### src/pidvdt_pkg.sv
// Shared widths, register indexes, sequencer states and control types for the PID block.
package pidvdt_pkg;

  localparam int DATA_W     = 16;
  localparam int TIME_W     = 20;
  localparam int INTEG_W    = 48;
  localparam int ERR_W      = DATA_W + 1;
  localparam int DIFF_W     = DATA_W + 2;
  localparam int MAG_W      = DIFF_W - 1;
  localparam int ACC_W      = 64;
  localparam int MPY_W      = ERR_W;
  localparam int CNT_W      = 5;
  localparam int OUT_SHIFT  = 16;
  localparam int QUO_W      = ACC_W - OUT_SHIFT;
  localparam int CFG_IDX_W  = 2;

  localparam logic [CFG_IDX_W-1:0] CFG_KP = 2'd0;
  localparam logic [CFG_IDX_W-1:0] CFG_KI = 2'd1;
  localparam logic [CFG_IDX_W-1:0] CFG_KD = 2'd2;

  localparam logic signed [INTEG_W-1:0] INTEG_MAX = {1'b0, {(INTEG_W-1){1'b1}}};
  localparam logic signed [INTEG_W-1:0] INTEG_MIN = {1'b1, {(INTEG_W-1){1'b0}}};
  localparam logic signed [DATA_W-1:0]  DRIVE_MAX = {1'b0, {(DATA_W-1){1'b1}}};
  localparam logic signed [DATA_W-1:0]  DRIVE_MIN = {1'b1, {(DATA_W-1){1'b0}}};

  typedef enum logic [2:0] {
    ST_IDLE,
    ST_INTEG,
    ST_PROP,
    ST_DERIV,
    ST_IGAIN,
    ST_FINISH
  } state_t;

  typedef struct packed {
    logic start;
    logic load;
  } mul_cmd_t;

endpackage

### src/pidvdt_mul.sv
// Bit-serial signed shift-add multiplier with a seeded running accumulator.
module pidvdt_mul (
  input  logic                                    clk,
  input  logic                                    rst,
  input  pidvdt_pkg::mul_cmd_t                    cmd,
  input  logic signed [pidvdt_pkg::ACC_W-1:0]     mcand,
  input  logic signed [pidvdt_pkg::MPY_W-1:0]     mplier,
  input  logic signed [pidvdt_pkg::ACC_W-1:0]     seed,
  output logic signed [pidvdt_pkg::ACC_W-1:0]     acc,
  output logic                                    done
);
  import pidvdt_pkg::*;

  logic signed [ACC_W-1:0] mc_sh;
  logic        [MPY_W-1:0] mp_sh;
  logic        [CNT_W-1:0] cnt;
  logic                    busy;
  logic                    last;
  logic signed [ACC_W-1:0] addend;

  assign last   = busy && (cnt == CNT_W'(MPY_W - 1));
  assign addend = mp_sh[0] ? mc_sh : '0;

  always_ff @(posedge clk) begin
    if (rst) begin
      busy <= 1'b0;
      done <= 1'b0;
      cnt  <= '0;
    end else begin
      done <= last;
      if (cmd.start) begin
        mc_sh <= mcand;
        mp_sh <= mplier;
        cnt   <= '0;
        busy  <= 1'b1;
        if (cmd.load) begin
          acc <= seed;
        end
      end else if (busy) begin
        acc   <= last ? acc - addend : acc + addend;
        mc_sh <= mc_sh <<< 1;
        mp_sh <= mp_sh >> 1;
        cnt   <= cnt + CNT_W'(1);
        if (last) begin
          busy <= 1'b0;
        end
      end
    end
  end

endmodule

### src/pidvdt_div.sv
// Restoring bit-serial divider for the error difference over the elapsed interval.
module pidvdt_div (
  input  logic                                    clk,
  input  logic                                    rst,
  input  logic                                    start,
  input  logic signed [pidvdt_pkg::DIFF_W-1:0]    dividend,
  input  logic        [pidvdt_pkg::TIME_W-1:0]    divisor,
  output logic signed [pidvdt_pkg::DIFF_W-1:0]    quotient
);
  import pidvdt_pkg::*;

  logic        [MAG_W-1:0]  mag;
  logic        [MAG_W-1:0]  quo;
  logic        [TIME_W-1:0] rem;
  logic        [TIME_W-1:0] dvs;
  logic        [CNT_W-1:0]  cnt;
  logic                     busy;
  logic                     neg;
  logic                     zero_div;
  logic        [TIME_W:0]   trial;
  logic                     ge;
  logic        [DIFF_W-1:0] neg_dividend;
  logic signed [DIFF_W-1:0] quo_ext;

  assign trial        = {rem, mag[MAG_W-1]};
  assign ge           = trial >= {1'b0, dvs};
  assign neg_dividend = -dividend;
  assign quo_ext      = {1'b0, quo};

  always_comb begin
    if (zero_div) begin
      quotient = '0;
    end else if (neg) begin
      quotient = -quo_ext;
    end else begin
      quotient = quo_ext;
    end
  end

  always_ff @(posedge clk) begin
    if (rst) begin
      busy <= 1'b0;
      cnt  <= '0;
    end else if (start) begin
      neg      <= dividend[DIFF_W-1];
      mag      <= dividend[DIFF_W-1] ? neg_dividend[MAG_W-1:0] : dividend[MAG_W-1:0];
      dvs      <= divisor;
      zero_div <= (divisor == '0);
      rem      <= '0;
      quo      <= '0;
      cnt      <= '0;
      busy     <= 1'b1;
    end else if (busy) begin
      rem <= ge ? TIME_W'(trial - {1'b0, dvs}) : trial[TIME_W-1:0];
      quo <= {quo[MAG_W-2:0], ge};
      mag <= mag << 1;
      cnt <= cnt + CNT_W'(1);
      if (cnt == CNT_W'(MAG_W - 1)) begin
        busy <= 1'b0;
      end
    end
  end

endmodule

### src/pid_controller_variable_dt_top.sv
// Top level: PID step with variable interval, serial multiply and divide, output register.
//
//  channel  | handshake             | payload
//  ---------+-----------------------+-----------------------------------------------
//  in       | in_valid / in_stall   | target_value, measured_value, elapsed_us
//  out      | out_valid / out_stall | drive_value, saturated
//  cfg      | cfg_write             | cfg_index, cfg_data
//
// A transaction runs from acceptance to the next acceptance as four passes of the shared
// bit-serial multiplier with a handoff after each, an output step, and an idle step in
// which the next transaction is taken.
// The divider runs alongside the first pass.
// Reset clears gains, integral and previous error. A new transaction is taken while
// a result still waits in the output register; a stalled result holds the last step.
module pid_controller_variable_dt_top (
  input  logic                                     clk,
  input  logic                                     rst,
  input  logic                                     in_valid,
  output logic                                     in_stall,
  input  logic signed [pidvdt_pkg::DATA_W-1:0]     target_value,
  input  logic signed [pidvdt_pkg::DATA_W-1:0]     measured_value,
  input  logic        [pidvdt_pkg::TIME_W-1:0]     elapsed_us,
  output logic                                     out_valid,
  input  logic                                     out_stall,
  output logic signed [pidvdt_pkg::DATA_W-1:0]     drive_value,
  output logic                                     saturated,
  input  logic                                     cfg_write,
  input  logic        [pidvdt_pkg::CFG_IDX_W-1:0]  cfg_index,
  input  logic        [pidvdt_pkg::DATA_W-1:0]     cfg_data
);
  import pidvdt_pkg::*;

  state_t state;
  state_t state_next;

  logic signed [DATA_W-1:0]  gain_kp;
  logic signed [DATA_W-1:0]  gain_ki;
  logic signed [DATA_W-1:0]  gain_kd;
  logic signed [INTEG_W-1:0] integral_sum;
  logic signed [ERR_W-1:0]   prev_err;
  logic signed [ERR_W-1:0]   err_r;
  logic                      sat_r;

  logic                      accept;
  logic signed [ERR_W-1:0]   err_in;
  logic signed [DIFF_W-1:0]  diff_in;

  mul_cmd_t                  mul_cmd;
  logic signed [ACC_W-1:0]   mul_mcand;
  logic signed [MPY_W-1:0]   mul_mplier;
  logic signed [ACC_W-1:0]   mul_seed;
  logic signed [ACC_W-1:0]   acc;
  logic                      mul_done;
  logic signed [DIFF_W-1:0]  deriv;

  logic                      integ_update;
  logic [ACC_W-INTEG_W:0]    integ_top;
  logic                      integ_fits;
  logic signed [INTEG_W-1:0] integ_clamped;

  logic                      load_out;
  logic signed [QUO_W-1:0]   scaled;
  logic [QUO_W-DATA_W:0]     drive_top;
  logic                      drive_fits;
  logic signed [DATA_W-1:0]  drive_clamped;

  assign accept  = in_valid && !in_stall;
  assign err_in  = ERR_W'(target_value) - ERR_W'(measured_value);
  assign diff_in = DIFF_W'(err_in) - DIFF_W'(prev_err);

  pidvdt_mul u_mul (
    .clk    (clk),
    .rst    (rst),
    .cmd    (mul_cmd),
    .mcand  (mul_mcand),
    .mplier (mul_mplier),
    .seed   (mul_seed),
    .acc    (acc),
    .done   (mul_done)
  );

  pidvdt_div u_div (
    .clk      (clk),
    .rst      (rst),
    .start    (accept),
    .dividend (diff_in),
    .divisor  (elapsed_us),
    .quotient (deriv)
  );

  assign integ_top     = acc[ACC_W-1:INTEG_W-1];
  assign integ_fits    = (&integ_top) || !(|integ_top);
  assign integ_clamped = integ_fits ? acc[INTEG_W-1:0] : (acc[ACC_W-1] ? INTEG_MIN : INTEG_MAX);

  assign scaled        = acc[ACC_W-1:OUT_SHIFT]
                         + QUO_W'(acc[ACC_W-1] && (|acc[OUT_SHIFT-1:0]));
  assign drive_top     = scaled[QUO_W-1:DATA_W-1];
  assign drive_fits    = (&drive_top) || !(|drive_top);
  assign drive_clamped = drive_fits ? scaled[DATA_W-1:0]
                                    : (scaled[QUO_W-1] ? DRIVE_MIN : DRIVE_MAX);

  always_comb begin
    state_next = state;
    case (state)
      ST_IDLE:   if (accept) state_next = ST_INTEG;
      ST_INTEG:  if (mul_done) state_next = ST_PROP;
      ST_PROP:   if (mul_done) state_next = ST_DERIV;
      ST_DERIV:  if (mul_done) state_next = ST_IGAIN;
      ST_IGAIN:  if (mul_done) state_next = ST_FINISH;
      ST_FINISH: if (load_out) state_next = ST_IDLE;
      default:   state_next = ST_IDLE;
    endcase
  end

  always_comb begin
    in_stall     = 1'b1;
    mul_cmd      = '0;
    mul_mcand    = '0;
    mul_mplier   = '0;
    mul_seed     = '0;
    integ_update = 1'b0;
    load_out     = 1'b0;
    case (state)
      ST_IDLE: begin
        in_stall      = 1'b0;
        mul_cmd.start = accept;
        mul_cmd.load  = 1'b1;
        mul_mcand     = ACC_W'(elapsed_us);
        mul_mplier    = err_in;
        mul_seed      = ACC_W'(integral_sum);
      end
      ST_INTEG: begin
        integ_update  = mul_done;
        mul_cmd.start = mul_done;
        mul_cmd.load  = 1'b1;
        mul_mcand     = ACC_W'(err_r);
        mul_mplier    = MPY_W'(gain_kp);
      end
      ST_PROP: begin
        mul_cmd.start = mul_done;
        mul_mcand     = ACC_W'(deriv);
        mul_mplier    = MPY_W'(gain_kd);
      end
      ST_DERIV: begin
        mul_cmd.start = mul_done;
        mul_mcand     = ACC_W'(integral_sum);
        mul_mplier    = MPY_W'(gain_ki);
      end
      ST_IGAIN: begin
      end
      ST_FINISH: begin
        load_out = !out_valid || !out_stall;
      end
      default: begin
      end
    endcase
  end

  always_ff @(posedge clk) begin
    if (rst) begin
      state        <= ST_IDLE;
      gain_kp      <= '0;
      gain_ki      <= '0;
      gain_kd      <= '0;
      integral_sum <= '0;
      prev_err     <= '0;
      sat_r        <= 1'b0;
      out_valid    <= 1'b0;
    end else begin
      state <= state_next;
      if (cfg_write) begin
        case (cfg_index)
          CFG_KP:  gain_kp <= cfg_data;
          CFG_KI:  gain_ki <= cfg_data;
          CFG_KD:  gain_kd <= cfg_data;
          default: ;
        endcase
      end
      if (accept) begin
        err_r    <= err_in;
        prev_err <= err_in;
        sat_r    <= 1'b0;
      end
      if (integ_update) begin
        integral_sum <= integ_clamped;
        sat_r        <= !integ_fits;
      end
      if (load_out) begin
        out_valid   <= 1'b1;
        drive_value <= drive_clamped;
        saturated   <= sat_r || !drive_fits;
      end else if (!out_stall) begin
        out_valid <= 1'b0;
      end
    end
  end

endmodule

### config.mk
export PLATFORM = sky130hd
export DESIGN_NAME = pid_controller_variable_dt_top
export DESIGN_NICKNAME = d
export VERILOG_FILES = /design/src/pidvdt_pkg.sv /design/src/pidvdt_mul.sv /design/src/pidvdt_div.sv /design/src/pid_controller_variable_dt_top.sv
export SDC_FILE = /design/constraint.sdc
export NUM_CORES = 1
export LEC_CHECK = 0
export ABC_AREA = 1
export BUFFER_PORTS_ARGS = -buffer_cell sky130_fd_sc_hd__buf_2
export CAP_MARGIN = 10
export CORE_ASPECT_RATIO = 1.75
export CORE_MARGIN = 3
export CORE_UTILIZATION = 40
export DETAILED_ROUTE_END_ITERATION = 6
export MAX_ROUTING_LAYER = met4
export PLACE_DENSITY = 0.58
export SYNTH_ARGS = -nofsm -noshare
export SYNTH_HDL_FRONTEND = slang
export SYNTH_SLANG_ARGS = --single-unit
### constraint.sdc
create_clock -name clk -period 7.13 [get_ports clk]
set_input_delay 0.713 -clock clk [delete_from_list [all_inputs] [get_ports clk]]
set_output_delay 0.713 -clock clk [all_outputs]
set_load 0.03 [all_outputs]
==> results of run 1 <==
cells in the final DEF, fill, tap and decap left out, drive strengths merged, types with 4 or more instances in the layout:
cell,instances
nand2,1222
inv,522
nor2,469
o21ai,328
nand3,264
edfxtp,255
a21oi,246
dfxtp,131
buf,128
ha,125
xor2,94
nand4,60
clkbuf,53
xnor2,52
nor3,47
nor4,24
o21bai,19
a31oi,16
a221oi,15
nand3b,15
o22ai,15
clkinv,13
a21o,12
and2,10
a32o,8
clkinvlp,8
o21a,7
a22o,6
o2111ai,5
o31ai,5
or2,5
a22oi,4
fa,4
report_power, final:
group	internal (W)	switching, W	total [W]
clock	0.00118	0.000998	0.00218
sequential	0.00316	0.000516	0.00367
combinational	0.00186	0.00440	0.00626
total	0.00620	0.00591	0.0121
flip-flops by register name (all words and copies together) (netlist names), 3 cells and up:
name,cells
u_div.dvs,20
gain_kd,16
drive_value,16
gain_ki,16
state,3
u_mul.acc,64
prev_err,17
gain_kp,16
u_mul.mp_sh,17
u_div.mag,17
u_div.cnt,5
u_mul.cnt,5
u_div.quo,17
u_mul.mc_sh,64
err_r,17
integral_sum,48
u_div.rem,20
metal layers:
metal	share of wire, %	track usage, %	vias up
li1	-	-	13730
met1	33	27.52	12860
met2	54	57.19	767
met3	3.1	2.916	374
met4	10	24.08	0
met5	0	-	-
worst register-to-register path: stages (launching register included):
cell and delay [ps]:
dfxtp_1 370, nor2_1 200, inv_2 80, nor2_4 70
buf_4 280, inv_1 350, nor2_4 510, inv_2 120
buf_4 360, nor2_4 150, buf_4 550, clkinv_1 540
nand2_2 720, buf_4 460
cell type report:
type / instances / area, µm² / share of cell area, %
clock inverter: 21 / 207.7 / 0.6635
antenna: 2 / 5.005 / 0.01599
tap: 917 / 1147 / 3.665
clock buffer: 52 / 1107 / 3.537
timing repair buffer: 129 / 748.2 / 2.390
multi-input combinational: 3098 / 15840 / 50.60
inverter: 524 / 1971 / 6.295
sequential: 386 / 10280 / 32.84
kinds of logic after synthesis:
group                    after synthesis  share of synthesized area, %
AND/OR/NAND/NOR                     2121                         31.42
XOR/XNOR                             146                         4.503
buffers and inverters                647                         8.805
adder cells (fa/ha/maj)              129                         5.756
flip-flops                           386                         35.99
AO/OA/AOI/OAI                        702                         13.52
final timing paths:
check,start,to,cells past startpoint
worst max-delay path,state[0],u_div.rem[7],13
worst min-delay path,elapsed_us[15],u_div.dvs[15],1
worst max register to register,state[0],u_div.rem[7],13
worst min register to register,gain_kd[2],gain_kd[2],2
metrics by stage:
step           worst slack, ps  area (µm²)
2_1_floorplan             1969       28560
3_3_place_gp              1956       29980
3_5_place_dp              1980       29980
4_1_cts                   1954       31290
5_1_grt                   1616       31310
6_report                  2009       31310
==> qor.yml, run 1 <==
clock_network:
  cts_sinks: 386
  cts_root_buffer: "clkbuf_16"
  worstSkewPairLatency_ps: 600
  cts_made_buffers: 40
  cts-hold-fix-buffers: 0
  cts_setup_buffers: 0
  cts_tree: "done"
  clock_path_buffers: 3
  post_cts_resized: 0
  cts.htree.levels: 2
  clk_pin_slew_ps: 70
global_routing:
  grt_pass1_vias: 27980
  globalRouteOverflowTotal: 0
  antenna_found_initial: 2
  grt_max_degree: 79
  grt_usage_pct: 30.40
  grt_pass1_wl_um: 168100
detailed_routing:
  drt_iter0_drc: 1740
  vias_per_cell: 5.407
  ant_nets: 0
  vias: 27730
  wl_per_cell_um: 22.12
  drc: 0
  first_pass_iters: 6
  routed_wl_um: 113500
logic_synthesis:
  synth.top_cells.by_count: "1198 x nand2_1, 518 x inv_1, 434 x nor2_1"
  syn_inst: 4131
  yosysTopAreaCellShare_pct: 26.81
  syn_nets: 4335
  synthTopCellsByArea: "edfxtp_1 27%, nand2_1 16%, dfxtp_1 9.2%, inv_1 6.8%, nor2_1 5.7%"
  syn_avg_cell_area_um2: 6.914
  synth.most_common_cell: "nand2_1"
  yosysTopAreaCell: "edfxtp_1"
  synth_warnings: 0
  synthDistinctLibCells: 62
  synthArstFlopShare_pct: 0
  yosys_most_used_dff: "edfxtp_1"
  synth_area_mm2: 0.02856
  synth_edf_count: 255
  synth-seq-cells: 386
  yosysSeqAreaShare_pct: 35.99
pwr:
  power_density_mw_per_mm2: 386.9
  total_power_w: 0.01211
  ir_drop_uv: 354.1
  total_leakage_power_nw: 14.13
critical_path:
  crit_type: "reg -> reg"
  rrSetupSlack_ps: 2010
  cp.arrival_ps: 5360
  cp.required_ps: 7370
  worstPathMaxFanout: 59
  slowest_stage: "nand2_2"
  worst_path_largest_cell_delay_ps: 720
  cp_top_family: "buffers and inverters"
  cp_common_cell: "buf_4"
  cp_cell_sequence: "nor2_1, inv_2, nor2_4, buf_4, inv_1, nor2_4, inv_2, buf_4, nor2_4, buf_4, clkinv_1, nand2_2, buf_4"
  critical_path.startpoint_type: "register"
  cp-end-kind: "register"
  crit_buf_inv: 8
sta:
  layout_min_cycle_time_ps: 5121
  hold_viol: 0
  setup_viol: 0
  fmax_mhz: 195.3
  relSlewSlack_pct: 29.07
  finalCritPeriodShare_pct: 71.82
  hold_slack_ps: 347.3
  worst_pin_slew_ps: 1064
  rsz0062_at_grt: "false"
  final-max-slew-violation-count: 0
  clock_skew_ps: 30.69
  finalSetupTns_ps: 0
hold_path:
  hp-class: "in -> reg"
floorplan:
  io-pin-count: 94
  core_area_mm2: 0.07070
  die_h_um: 359.5
  start_util_pct: 40.40
  die_area_mm2: 0.07478
  dieWidth_um: 208
  rows: 129
outcome:
  run_status: "finished, final reports clean"
finish:
  n_fill_cell: 7626
  fin_util_pct: 44.28
  final_layout_size_suffix_gt1_share_pct: 6.651
  synthToLayoutAreaGrowth_pct: 9.597
  nets: 4383
  final_cells: 5129
placed_design:
  place_hpwl_um: 90860
  place.gp.congestion: 1.024
  dp_cells: 5053
  numPortBuffers: 93
flow_run:
  cap_violations: 0
No activity file was read; power rests on OpenSTA's default activity.
==> run 2, diff against run 1 <==
Clock period 7.13 ns to 4.8 ns, I/O delays scaled along.
==> run 2 against run 1 <==
  * The run now ends with DRC left
  * Worst setup slack lost 1800 ps
  * Combinational power rose by 57%
  * Die area did not move
  * Critical path depth up 9
  * Routed wire length is essentially flat
  * Largest power group unchanged
==> qor.yml, run 2 (synthesis results as in run 1) <==
finish:
  synthToLayoutAreaGrowth_pct: 13.18
  final_layout_size_suffix_gt1_share_pct: 9.814  # +3.2 points
  top_regs: "u_mul.acc x64, u_mul.mc_sh x64, integral_sum x48"
  final_common_cell: "nand2_1"
  final_cells: 5230  # +2.0%
  final_cell_mix: "1188 x nand2_1, 513 x inv_1, 420 x nor2_1"
  nets: 4482  # +2.3%
global_routing:
  grt_max_degree: 139  # +76%
  antenna_found_initial: 2  # unchanged
  grt_pass1_wl_um: 168200  # about the same
  globalRouteOverflowTotal: 0  # unchanged
  grt_usage_pct: 30.32  # -0.085 points
  grt_pass1_vias: 28460  # +1.7%
sta:
  final-max-slew-violation-count: 0  # unchanged
  fmax_mhz: 218.3  # +12%
  setup_viol: 0  # unchanged
  hold_viol: 0  # unchanged
  layout_min_cycle_time_ps: 4581  # -539.8 ps
  worst_pin_slew_ps: 1124  # +60.29 ps
  clock_skew_ps: 29.98  # -0.7111 ps
  finalCritPeriodShare_pct: 95.44  # +24 points
  worst_slack_ps: 218.8  # -1790 ps
  finalSetupTns_ps: 0  # unchanged
  relSlewSlack_pct: 25.05  # -4.0 points
critical_path:
  worst_path_largest_cell_delay_ps: 540  # -180 ps
  rr_startpoint: "u_mul.mp_sh[0]"
  cp.depth: 22  # +9
  rrSetupSlack_ps: 220  # -1790 ps
  r2r_end: "u_mul.acc[56]"
  cp.arrival_ps: 4910  # -450 ps
  crit_buf_inv: 4  # -4
  endpoint: "u_mul.acc[56]"
  cp.required_ps: 5130  # -2240 ps
  cp_common_cell: "nand2_1"
  slowest_stage: "edfxtp_1"
  worstPathMaxFanout: 42  # -29%
  cp_cell_sequence: "buf_12, nand2_1, nand2_1, nor2_4, nand4_1, nor2_1, nand4_1, nor2_2, buf_4, xor2_1, nand2_1, o21ai_0, ha_1, nand2_1, inv_1, a21oi_1, inv_1, a21oi_2, a21boi_0, nand3_1, nor2_1, o21ai_0"
  cp-end-kind: "register"
  cp_top_family: "simple AND/OR/NAND/NOR gates"
  reg2reg_depth: 22  # +9
  critPathLaunch: "u_mul.mp_sh[0]"
  critical_path.startpoint_type: "register"
  crit_type: "reg -> reg"
placed_design:
  place.gp.congestion: 1.083  # +5.7%
  place_ws_ps: -42.21  # -2022 ps
  numPortBuffers: 93  # unchanged
  dp_cells: 5149  # +1.9%
  place_hpwl_um: 88710  # -2.4%
detailed_routing:
  first_pass_iters: 7  # +1
  wl_per_cell_um: 21.70  # -1.9%
  vias: 28320  # +2.1%
  drc: 8  # +8
  routed_wl_um: 113500  # about the same
  drt_iter0_drc: 1789  # +2.8%
  ant_nets: 0  # unchanged
  vias_per_cell: 5.414  # +0.14%
outcome:
  violations: "DRC"
  run_status: "finished, violations left"
pwr:
  ir_drop_uv: 396.6  # +12%
  total_leakage_power_nw: 14.71  # +4.1%
  total_power_w: 0.01863  # +54%
  power_density_mw_per_mm2: 576.4  # +49%
flow_run:
  cap_violations: 0  # unchanged
clock_network:
  clock_path_buffers: 3  # unchanged
  worstSkewPairLatency_ps: 600  # about the same
  cts_root_buffer: "clkbuf_16"
  cts_made_buffers: 41  # +2.5%
  cts.htree.levels: 2  # unchanged
  cts_tree: "done"
  clk_pin_slew_ps: 60  # about the same
  cts_sinks: 386  # unchanged
  cts-hold-fix-buffers: 0  # unchanged
floorplan:
  die_area_mm2: 0.07478  # unchanged
  io-pin-count: 94  # unchanged
  core_area_mm2: 0.07070  # unchanged
  die_h_um: 359.5  # unchanged
  start_util_pct: 40.40  # unchanged
  dieWidth_um: 208  # unchanged
  rows: 129  # unchanged
hold_path:
  hp-class: "in -> reg"
## run 2: cell count changes in the layout (fill, tap and decap cells not counted), sizes merged
cell	previous run	this run
inv	522	529
clkbuf	53	54
buf	128	227
bufinv	2	4
clkinvlp	8	2
clkinv	13	10
diode	2	3
## run 2: layer usage
| layer | part of all wire, % | track usage (%) | vias to the layer above | routed length [µm] |
|---|---|---|---|---|
| met3 | 3.7 | 3.544 | 431 | 4205 |
| met5 | 0 | - | - | 0 |
| met2 | 53 | 56.31 | 868 | 60250 |
| met1 | 33 | 27.67 | 13120 | 37720 |
| met4 | 10 | 24.00 | 0 | 11310 |
| li1 | - | - | 13900 | - |
## run 2: repair_timing
action / CTS / global route
buffers inserted: 0 / 3
cloned: 0 / 0
pin swaps: 0 / 5
setup endpoints to repair: 3 / 31
endpoints found under the hold margin: 0 / 0
gates resized for setup: 3 / 57
## run 2: layout make-up
cell class                      instances  area, µm²
Multi-Input combinational cell       3098      16020
Sequential cell                       386      10280
Antenna cell                            3      7.507
Clock buffer                           54       1105
Fill cell                            7471      38370
Inverter                              524       1971
Tap cell                              917       1147
Clock inverter                         21      240.2
Timing Repair Buffer                  227       1559
## run 2: where the power goes
group	switching [W]	leakage, nW	internal [W]
logic	0.00665	10.6	0.00317
clock network	0.00148	0.659	0.00186
registers	0.000781	3.45	0.00469
total	0.00891	14.7	0.00972
## run 2: worst min path at each step
stage / startpoint / slack, ps / cells after the start / to
2_1_floorplan: gain_kd[0] / 420 / 2 / gain_kd[0]
3_3_place_gp: gain_kd[2] / 440 / 2 / gain_kd[2]
3_5_place_dp: gain_kd[1] / 440 / 2 / gain_kd[1]
4_1_cts: elapsed_us[15] / 90 / 1 / u_div.dvs[15]
5_1_grt: elapsed_us[15] / 100 / 1 / u_div.dvs[15]
6_report: elapsed_us[15] / 120 / 1 / u_div.dvs[15]
## run 2: stage by stage
stage,cell area [µm²],hold slack [ps],util [%]
6_report,32330,116.5,45.73
4_1_cts,32120,92.36,45.43
3_5_place_dp,30760,444.1,43.51
2_1_floorplan,28570,424.5,-
3_3_place_gp,30760,436.5,43.51
5_1_grt,32330,98.61,45.73
==> run 3, diff against run 2 <==
Settings changed: BUFFER_PORTS_ARGS -buffer_cell sky130_fd_sc_hd__buf_2 to -buffer_cell sky130_fd_sc_hd__buf_4.
==> run 3 against run 2 <==
  * The run still ends with DRC left
  * First-iteration DRC count down 2.1%
  * Final cell count grew 0.40%
  * Hold slack got worse by 9.1 ps
  * Flip-flop and latch count unchanged
  * Non-clock buffer count up 24
  * Sequential power hardly changed
  * Die area stayed put
  * Routed wire length increased by 2.2%
  * Global-route usage increased by 0.57 points
  * Critical path type unchanged
  * Critical endpoint unchanged
==> qor.yml, run 3 (synthesis results as in run 1) <==
global_routing:
  grt_use_met2_pct: 58.85  # +2.5 points
  grt_usage_pct: 30.89  # +0.57 points
  busiest_layer: "met2"
  grt_pass1_vias: 28370  # -0.30%
  antenna_found_initial: 0  # -2
  grt_pass1_wl_um: 170900  # +1.6%
  grt_max_degree: 139  # unchanged
  globalRouteOverflowTotal: 0  # unchanged
  grt_use_met1_pct: 28.10  # +0.43 points
  met3_usage_pct: 2.890  # -0.65 points
finish:
  final_cell_mix: "1192 x nand2_1, 515 x inv_1, 415 x nor2_1"
  final_layout_size_suffix_gt1_share_pct: 10.36  # +0.55 points
  insertedDiodeCount: 0  # -3
  top_regs: "u_mul.acc x64, u_mul.mc_sh x64, integral_sum x48"
  final_common_cell: "nand2_1"
  nets: 4506  # +0.54%
  synthToLayoutAreaGrowth_pct: 14.39
  n_fill_cell: 7516  # +0.60%
sta:
  final-max-slew-violation-count: 0  # unchanged
  hold_viol: 0  # unchanged
  clock_skew_ps: 24.95  # -5.031 ps
  finalSetupTns_ps: 0  # unchanged
  relSlewSlack_pct: 27.25  # +2.2 points
  layout_min_cycle_time_ps: 4641  # +59.62 ps
  finalCritPeriodShare_pct: 96.68  # +1.2 points
  fmax_mhz: 215.5  # -1.3%
  worst_slack_ps: 159.2  # -59.62 ps
  worst_pin_slew_ps: 1091  # -32.90 ps
  setup_viol: 0  # unchanged
  rsz0062_at_grt: "true"
critical_path:
  worstPathMaxFanout: 39  # -7.1%
  cp-end-kind: "register"
  cp.arrival_ps: 4960  # +50 ps
  critical_path.startpoint_type: "register"
  worst_path_largest_cell_delay_ps: 450  # -90 ps
  cp_common_cell: "nand2_1"
  cp.required_ps: 5120  # about the same
  slowest_stage: "edfxtp_1"
  crit_type: "reg -> reg"
  rrSetupSlack_ps: 160  # -60 ps
  cp_cell_sequence: "buf_4, nand2_1, nand2_1, nor2_1, nand2_1, nor2_1, nand3_2, nand2_2, o21ai_0, xor2_1, inv_1, ha_1, nand2_1, nor2_2, nand2_1, nor2_1, nand3_1, nand3_2, nand2_1, nand2_1, o21ai_0"
placed_design:
  place.gp.congestion: 1.053  # -2.7%
  numPortBuffers: 93  # unchanged
  place_ws_ps: -260.9  # -218.7 ps
  place_hpwl_um: 92320  # +4.1%
clock_network:
  cts_sinks: 386  # unchanged
  cts_root_buffer: "clkbuf_16"
  worstSkewPairLatency_ps: 590  # about the same
  cts_made_buffers: 41  # unchanged
  cts_tree: "done"
  cts.htree.levels: 2  # unchanged
  clk_pin_slew_ps: 60  # about the same
  clock_path_buffers: 3  # unchanged
pwr:
  total_power_w: 0.01876  # +0.69%
  pwr-share-seq_pct: 29.0  # -0.3 points
  total_leakage_power_nw: 14.89  # +1.2%
  p_int_w: 0.009728  # +0.10%
  p_clk_share_pct: 17.4  # -0.5 points
  comb_power_share_pct: 53.5  # +0.8 points
  p_switching_w: 0.009034  # +1.3%
  ir_drop_uv: 310.3  # -22%
  swShare_pct: 48.15  # +0.31 points
  power_density_mw_per_mm2: 574.2  # -0.37%
detailed_routing:
  first_pass_iters: 7  # unchanged
  routed_wl_um: 116000  # +2.2%
  wl_per_cell_um: 22.09  # +1.8%
  drc: 2  # -6
  ant_nets: 0  # unchanged
  vias_per_cell: 5.412  # about the same
  vias: 28420  # +0.36%
  drt_iter0_drc: 1751  # -2.1%
floorplan:
  rows: 129  # unchanged
  dieWidth_um: 208  # unchanged
  die_area_mm2: 0.07478  # unchanged
  die_h_um: 359.5  # unchanged
  core_area_mm2: 0.07070  # unchanged
  start_util_pct: 40.40  # unchanged
  io-pin-count: 94  # unchanged
hold_path:
  hp-class: "in -> reg"
outcome:
  violations: "DRC"
  run_status: "finished, violations left"
flow_run:
  cap_violations: 0  # unchanged
## run 3: changes by cell type in the layout (fill, tap and decap cells not counted), moves of 4 or more
| cell | previous run | this run |
|---|---|---|
| nor2_1 | 420 | 415 |
| nand2_2 | 29 | 25 |
| inv_4 | 1 | 5 |
| nor2_2 | 28 | 34 |
| buf_4 | 127 | 247 |
| buf_2 | 93 | 0 |
| clkbuf_1 | 10 | 6 |
| nand2_1 | 1188 | 1192 |
## run 3: cell type report
class,instances,area [µm²],area share [%]
clock inverters,22,183.9,0.5629
repair buffers,251,1934,5.920
clock buffers,53,1154,3.531
well taps,917,1147,3.512
flip-flops and latches,386,10280,31.46
inverters,524,1971,6.031
multi-input cells,3098,16000,48.98
## run 3: power by group through the flow
stage	Sequential [W]	Combinational, W	Clock [W]
final	0.00545	0.0100	0.00327
after CTS	0.00544	0.00993	0.00333
after global routing	0.00550	0.0110	0.00346
after global placement	0.00550	0.00989	0
after floorplan	0.00514	0.00639	0
after detailed placement	0.00550	0.00987	0
## run 3: through the flow
step	cells	cell area (µm²)	hold slack, ps	utilization [%]
3_3_place_gp	5175	31160	437.1	44.08
2_1_floorplan	4131	28570	424.5	-
6_report	5251	32670	107.4	46.22
4_1_cts	5250	32520	67.41	46.00
3_5_place_dp	5175	31160	443.5	44.08
5_1_grt	5251	32670	87.63	46.22
## run 3: critical path, delay by kind of cell, from the launching register on
family	cells	cell delay, ps
AND/OR/NAND/NOR	15	2590
flip-flops	1	450
buffers and inverters	2	360
XOR/XNOR	1	360
adder cells (fa/ha/maj)	1	360
AO/OA/AOI/OAI	2	220
## run 3: what timing repair did
action,CTS,global route
pin swaps,0,7
endpoints found under the setup margin,13,34
setup buffers,0,1
resized for setup,7,50
hold buffers,0,0
## run 3: path summary, 6_finish.rpt
check / from / endpoint / cells after the start
worst max-delay path: u_mul.mp_sh[0] / u_mul.acc[56] / 21
worst min-delay path: elapsed_us[16] / u_div.dvs[16] / 1
worst max register to register: u_mul.mp_sh[0] / u_mul.acc[56] / 21
worst min register to register: gain_kd[2] / gain_kd[2] / 2
## run 3: per-layer routing
layer	wire, µm	vias to the layer above
met1	38100	13260
met5	0	-
li1	-	13950
met2	63190	829
met4	10740	0
met3	3980	373
